===== src/rtl/core/m3i_pkg.sv =====
// Shared constants, types and helpers for the 3x3 matrix inverse block.
// No dependencies; imported by every module of the block.
`default_nettype none

package m3i_pkg;

    localparam int IN_WIDTH_DEF  = 16;
    localparam int OUT_WIDTH_DEF = 32;
    localparam int IN_FRAC       = 12;
    localparam int OUT_FRAC      = 16;
    localparam int FRAC_SHIFT    = IN_FRAC + OUT_FRAC;
    localparam int QUEUE_DEPTH   = 2;

    // valid and classification of one transaction between front and back
    typedef struct packed {
        logic valid;
        logic singular;
    } job_ctl_t;

    // signed cofactor width for element width iw
    function automatic int m3i_cof_width(input int iw);
        return 2 * iw + 1;
    endfunction

    // signed determinant width for element width iw
    function automatic int m3i_det_width(input int iw);
        return 3 * iw + 3;
    endfunction

    // start-to-done distance in cycles for output width ow
    function automatic int m3i_latency(input int ow);
        return ow + 8;
    endfunction

endpackage

`default_nettype wire


===== src/rtl/core/m3i_queue.sv =====
// Short queue between front and back; drains one transaction per cycle.
// Depends on m3i_pkg.
`default_nettype none

module m3i_queue
    import m3i_pkg::*;
#(
    parameter int WIDTH = 8,
    parameter int DEPTH = QUEUE_DEPTH
)
(
    input  wire              clk,
    input  wire              rst_n,
    input  wire              in_valid,
    input  wire  [WIDTH-1:0] in_data,
    output logic             full,
    output logic             out_valid,
    output logic [WIDTH-1:0] out_data
);

    localparam int PTRW = (DEPTH > 1) ? $clog2(DEPTH) : 1;
    localparam int CNTW = $clog2(DEPTH + 1);

    logic [WIDTH-1:0] mem [DEPTH];
    logic [PTRW-1:0]  wr_ptr_reg, wr_ptr_next;
    logic [PTRW-1:0]  rd_ptr_reg, rd_ptr_next;
    logic [CNTW-1:0]  cnt_reg, cnt_next;
    logic             push, pop;

    assign full      = (cnt_reg == CNTW'(DEPTH));
    assign push      = in_valid && !full;
    assign pop       = (cnt_reg != '0);
    assign out_valid = pop;
    assign out_data  = mem[rd_ptr_reg];

    always_comb
    begin
        wr_ptr_next = wr_ptr_reg;
        rd_ptr_next = rd_ptr_reg;
        if (push)
        begin
            wr_ptr_next = (wr_ptr_reg == PTRW'(DEPTH - 1)) ? '0 : wr_ptr_reg + 1'b1;
        end
        if (pop)
        begin
            rd_ptr_next = (rd_ptr_reg == PTRW'(DEPTH - 1)) ? '0 : rd_ptr_reg + 1'b1;
        end
        cnt_next = cnt_reg + CNTW'(push) - CNTW'(pop);
    end

    always_ff @(posedge clk or negedge rst_n)
    begin
        if (!rst_n)
        begin
            wr_ptr_reg <= '0;
            rd_ptr_reg <= '0;
            cnt_reg    <= '0;
        end
        else
        begin
            wr_ptr_reg <= wr_ptr_next;
            rd_ptr_reg <= rd_ptr_next;
            cnt_reg    <= cnt_next;
        end
    end

    always_ff @(posedge clk)
    begin
        if (push)
        begin
            mem[wr_ptr_reg] <= in_data;
        end
    end

endmodule

`default_nettype wire


===== config.mk =====
export PLATFORM = sky130hd
export DESIGN_NAME = m3i_queue
export DESIGN_NICKNAME = d
export VERILOG_FILES = /design/src/rtl/core/m3i_pkg.sv /design/src/rtl/core/m3i_queue.sv
export SDC_FILE = /design/constraint.sdc
export NUM_CORES = 1
export LEC_CHECK = 0
export CORE_ASPECT_RATIO = 1.5
export CORE_MARGIN = 1
export CORE_UTILIZATION = 23
export CTS_CLUSTER_DIAMETER = 150
export DETAILED_ROUTE_END_ITERATION = 10
export DONT_BUFFER_PORTS = 1
export GPL_ROUTABILITY_DRIVEN = 0
export GPL_TIMING_DRIVEN = 1
export REMOVE_ABC_BUFFERS = 1
export SYNTH_ARGS = -nofsm -noshare
export SYNTH_HDL_FRONTEND = slang
export SYNTH_SLANG_ARGS = --single-unit
export TNS_END_PERCENT = 50

===== constraint.sdc =====
create_clock -name clk -period 1.2 [get_ports clk]
set_input_delay 0.12 -clock clk [delete_from_list [all_inputs] [get_ports clk]]
set_output_delay 0.12 -clock clk [all_outputs]
set_load 0.05 [all_outputs]

==> metrics.yaml, run 1 <==
ant_nets: 0
setup_slack_ns: -0.134
initialDrtViolationCount: 5
antenna_cells: 0
r2r_start: "cnt_reg[1]$_DFF_PN0_"
critPathSlowestCell: "dfrtp_1"
synth_warnings: 0
worstPathCellList: "buf_12 -> mux2_4"
slew_violations: 0
grt_use_total_pct: 7.32
grt.busiest_layer: "met2"
clkTransAtPathRegs_ns: 0.07
whs_path_depth: 2
max_freq_mhz: 750
start_kind: "flop"
violations: "negative setup slack"
syn_area_um2: 783
place_area_um2: 880
clock-sinks: 20
tns_ns: -1.05
grt_pass1_wl_um: 1850
critPathKind: "reg -> out"
port_buffers: 0
max_stage_delay_ns: 0.41
largest_reg_flops: 16
drt-wirelength-per-cell_um: 12.5
power_density_nw_per_um2: 2490
cp.arrival_ns: 1.21
finalNonFillerCells: 99
rrSetupSlack_ns: 0.04
drtPass1Iterations: 4
hold_path.class: "in -> reg"
final_cell_mix: "edfxtp_1 (16), dlygate4sd3_1 (10), mux2_4 (8)"
fill_cells: 314
cp.required_ns: 1.08
die_area_um2: 3650
clock_tree.root_cell: "clkbuf_8"
hold_end: "wr_ptr_reg$_DFFE_PN0P_"
relSlewSlack_pct: 83.6
max_cap_viol_count: 0
outcome: "finished with violations"
rsz0062_at_grt: "yes"
worstSetupEndpointType: "output pin"
initial_utilization_pct: 24.5
critical_path_buf_inv_count: 1
final_nets: 71
synthToLayoutAreaGrowth_pct: 37.2
leakage_nw: 0.419
cts_tree: "done"
synth.yosys.seq_area_share_pct: 74.1
die_y_um: 73.5
wirelength_um: 1240
grtUsageMet3_pct: 1.45
fin_crit_ns: 1.33
htreeDepth: 1
clock_latency_ns: 0.25
path_depth: 2
first_global_vias: 414
drive_above_1_share_pct: 42.4
layout.cells.most_common: "edfxtp_1"
clk_path_buf_depth: 2
hold_violations: 0
tightest_slew_ns: 0.245
placed_cells: 84
grt_overflow: 0
io_pins: 21
fin_crit_sh_pct: 111
antenna_found_initial: 0
pre_cts_slack_ns: 0.0462
numCtsBuffers: 3
ir_drop_uv: 1040
final_area_um2: 1070
ff2ff_path_depth: 3
vias: 399
hp-start: "in_valid"
netlist_instances: 39
vias_per_cell: 4.03
worst-path-max-fanout: 8
grt_max_degree: 13
met2_usage_pct: 12.8
ys_ff_latch: 20
setup_violations: 9
reg2reg_to: "mem[1][5]$_DFFE_PP_"
syn_avg_cell_area_um2: 20.1
fin_skew_ns: 0.00111
yosysUniqueCellTypes: 14
use_met1_pct: 7.58
critical-path-top-delay-family: "flip-flops"
core_um2: 3190
fp.dieW_um: 49.6
route.detailed.drc: 0
rows: 25
## synth_stat cells
master	instances	area (um2)
edfxtp_1	16	480
mux2_4	8	120
dfrtp_1	4	100
and2_2	1	7.51
and3_1	1	6.26
buf_6	1	11.3
inv_1	1	3.75
nand2_1	1	3.75
nand2b_1	1	6.26
nand2b_4	1	13.8
nor2_1	1	3.75
or2_4	1	8.76
xnor2_1	1	8.76
xor2_1	1	8.76
## through the flow
stage	util, %	total power, mW	hold slack, ns
final	33.7	2.67	0.0245
after global routing	33.7	2.76	0.0314
after CTS	33.2	2.67	0.0373
after detailed placement	27.6	1.97	-0.175
after global placement	27.6	1.96	-0.175
after floorplan	-	1.75	-0.176
## kinds of logic (layout without fill, tap and decap cells)
logic type    after synthesis  in the layout  share of synthesized area, %
xor+xnor                    2              2                          2.24
buf+inv                     2             22                          1.92
flops                      20             20                          74.1
mux                         8              8                          15.3
simple gates                7              7                          6.39
## how the worst max path moves through the flow
stage	start	end
floorplan	cnt_reg[1]$_DFF_PN0_	mem[0][0]$_DFFE_PP_
global placement	cnt_reg[1]$_DFF_PN0_	mem[1][4]$_DFFE_PP_
detailed placement	cnt_reg[1]$_DFF_PN0_	mem[0][1]$_DFFE_PP_
CTS	rd_ptr_reg$_DFFE_PN0P_	out_data[7]
global route	rd_ptr_reg$_DFFE_PN0P_	out_data[7]
finish	rd_ptr_reg$_DFFE_PN0P_	out_data[7]
## where the power goes
part	total, mW	internal, mW	switching [mW]
clock network	0.655	0.445	0.210
logic	1.05	0.415	0.632
registers	0.970	0.909	0.0605
## per-layer routing
layer,part of all wire [%],vias up
li1,-,182
met1,36,199
met2,57,14
met3,4.4,4
met4,2.3,0
met5,0,-
## final cells by class
type / count / area (um2) / area share [%]
clock buffer: 3 / 41.3 / 3.84
clock inverter: 1 / 30.0 / 2.79
inverter: 1 / 7.51 / 0.698
multi-input combinational: 17 / 193 / 17.9
sequential: 20 / 581 / 54.0
tap: 40 / 50.0 / 4.66
timing repair buffer: 17 / 173 / 16.1
## what timing repair did
action / CTS / global route
buffers inserted: 0 / 1
gates resized for setup: 2 / 3
hold buffers: 10 / 0
pin swaps: 0 / 1
hold endpoints to repair: 21 / 0
setup endpoints to repair: 10 / 17
No activity file was read; power rests on OpenSTA's default activity.
==> run 2: changes to the inputs <==
--- a/config.mk
+++ b/config.mk
@@ -12,7 +12,7 @@
 export DETAILED_ROUTE_END_ITERATION = 10
 export DONT_BUFFER_PORTS = 1
 export GPL_ROUTABILITY_DRIVEN = 0
-export GPL_TIMING_DRIVEN = 1
+export GPL_TIMING_DRIVEN = 0
 export REMOVE_ABC_BUFFERS = 1
 export SYNTH_ARGS = -nofsm -noshare
 export SYNTH_HDL_FRONTEND = slang
==> constraint.sdc (replaced) <==
create_clock -name clk -period 1.5 [get_ports clk]
set_input_delay 0.15 -clock clk [delete_from_list [all_inputs] [get_ports clk]]
set_output_delay 0.15 -clock clk [all_outputs]
set_load 0.05 [all_outputs]
==> run 2 against run 1 <==
  * The flow now finishes without violations
  * Via count is 8.0% lower
  * Largest cell class unchanged
  * Critical path depth is 1 lower
  * Highest routed layer unchanged
  * First-iteration DRC count is 20% lower
  * Final cell count is 8.1% lower
  * Clock skew is 0.0032 ns higher
  * Count of clock-buffer cells in the layout stayed put
  * Largest power group is now registers
==> metrics.yaml, run 2 (synthesis results as in run 1) <==
outcome: "completed"
final_cell_mix: "edfxtp_1 (16), dlygate4sd3_1 (9), mux2_4 (8)"
initial_utilization_pct: 24.5
clockPowerShare_pct: 18.7
core_um2: 3190
drtPass1Iterations: 4
largest_reg_flops: 16
finalHoldWorstSlack_ns: 0.0182
slew_violations: 0
antenna_cells: 0
tightest_slew_ns: 0.468
htreeDepth: 1
grt_max_degree: 12
fin_skew_ns: 0.00430
clkTransAtPathRegs_ns: 0.07
grt_pass1_wl_um: 1950
place_area_um2: 822
layout.cells.most_common: "edfxtp_1"
grt_overflow: 0
ant_nets: 0
vias_per_cell: 4.03
final_nets: 63
route.detailed.drc: 0
port_buffers: 0
power_density_nw_per_um2: 1890
leakage_nw: 0.371
pwr-share-comb_pct: 35.4
clock-sinks: 20
max_freq_mhz: 720
worst-path-max-fanout: 9
cp.required_ns: 1.35
final_area_um2: 961
critPathSlowestCell: "dfrtp_2"
max_cap_viol_count: 0
first_global_vias: 387
pre_cts_slack_ns: -0.0959
initialDrtViolationCount: 4
hold_path.class: "in -> reg"
net-switching-power_uw: 692
critPathKind: "reg -> out"
grt_use_total_pct: 7.84
critical-path-top-delay-family: "flip-flops"
io_pins: 21
critical_path_buf_inv_count: 0
rsz0062_at_grt: "no"
clk_path_buf_depth: 2
hold_violations: 0
worstSetupEndpointType: "output pin"
vias: 367
p_sw_share_pct: 38.1
max_stage_delay_ns: 0.56
clock_latency_ns: 0.25
setup_violations: 0
drt-wirelength-per-cell_um: 13.0
fin_crit_ns: 1.39
die_area_um2: 3650
placed_cells: 78
wirelength_um: 1190
relSlewSlack_pct: 68.8
antenna_found_initial: 0
fill_cells: 337
share_seq_of_total_power_pct: 45.9
numCtsBuffers: 3
p_int_mw: 1.12
die_y_um: 73.5
cts_setup_buffers: 0
cp.arrival_ns: 1.24
drive_above_1_share_pct: 31.4
finalNonFillerCells: 91
fin_crit_sh_pct: 92.6
start_kind: "flop"
rrSetupSlack_ns: 0.15
setup_slack_ns: 0.112
clock_tree.root_cell: "clkbuf_8"
rows: 25
synthToLayoutAreaGrowth_pct: 22.7
worstPathCellList: "mux2_4"
fp.dieW_um: 49.6
ir_drop_uv: 810
cts_tree: "done"
[run 2: power by group through the flow]
stage                     clock network [mW]  logic (mW)  registers, mW
after global routing                   0.385       0.663          0.855
final                                  0.339       0.642          0.834
after global placement                     0       0.623          0.840
after CTS                              0.360       0.653          0.841
after floorplan                            0       0.584          0.813
after detailed placement                   0       0.627          0.848
[run 2: layout make-up]
cell class	count	area (um2)	area share (%)
Tap cell	40	50.0	5.21
Inverter	1	3.75	0.391
Sequential cell	20	582	60.5
Clock inverter	1	3.75	0.391
Multi-Input combinational cell	17	190	19.8
Timing Repair Buffer	9	90.1	9.37
Clock buffer	3	41.3	4.30
[run 2: what timing repair did]
item	CTS	global route
gates resized for setup	2	0
setup endpoints to repair	16	0
hold endpoints to repair	20	0
hold buffers	9	0
[run 2: per-layer routing]
layer	GRT usage (%)	wire length, um	share of wire (%)	up-vias
li1	-	-	-	168
met1	8.76	423	36	184
met2	12.8	681	57	13
met3	2.07	67	5.6	2
met4	5.71	14	1.2	0
met5	0	0	0	-
[run 2: final timing paths]
path | from | endpoint | depth (start not counted)
worst min-delay path | in_valid | cnt_reg[0]$_DFF_PN0_ | 1
max in group asynchronous | rst_n | rd_ptr_reg$_DFFE_PN0P_ | 1
min in group asynchronous | rst_n | cnt_reg[1]$_DFF_PN0_ | 1
worst min register to register | wr_ptr_reg$_DFFE_PN0P_ | wr_ptr_reg$_DFFE_PN0P_ | 1
worst max-delay path | rd_ptr_reg$_DFFE_PN0P_ | out_data[5] | 1
worst max register to register | cnt_reg[1]$_DFF_PN0_ | mem[0][4]$_DFFE_PP_ | 3
[run 2: per-stage QoR]
stage	utilization, %	total power, mW	TNS (ns)
global route	30.1	1.90	0
global placement	25.8	1.46	-0.459
floorplan	-	1.40	0
detailed placement	25.8	1.48	-0.765
CTS	30.1	1.85	0
finish	30.1	1.82	0
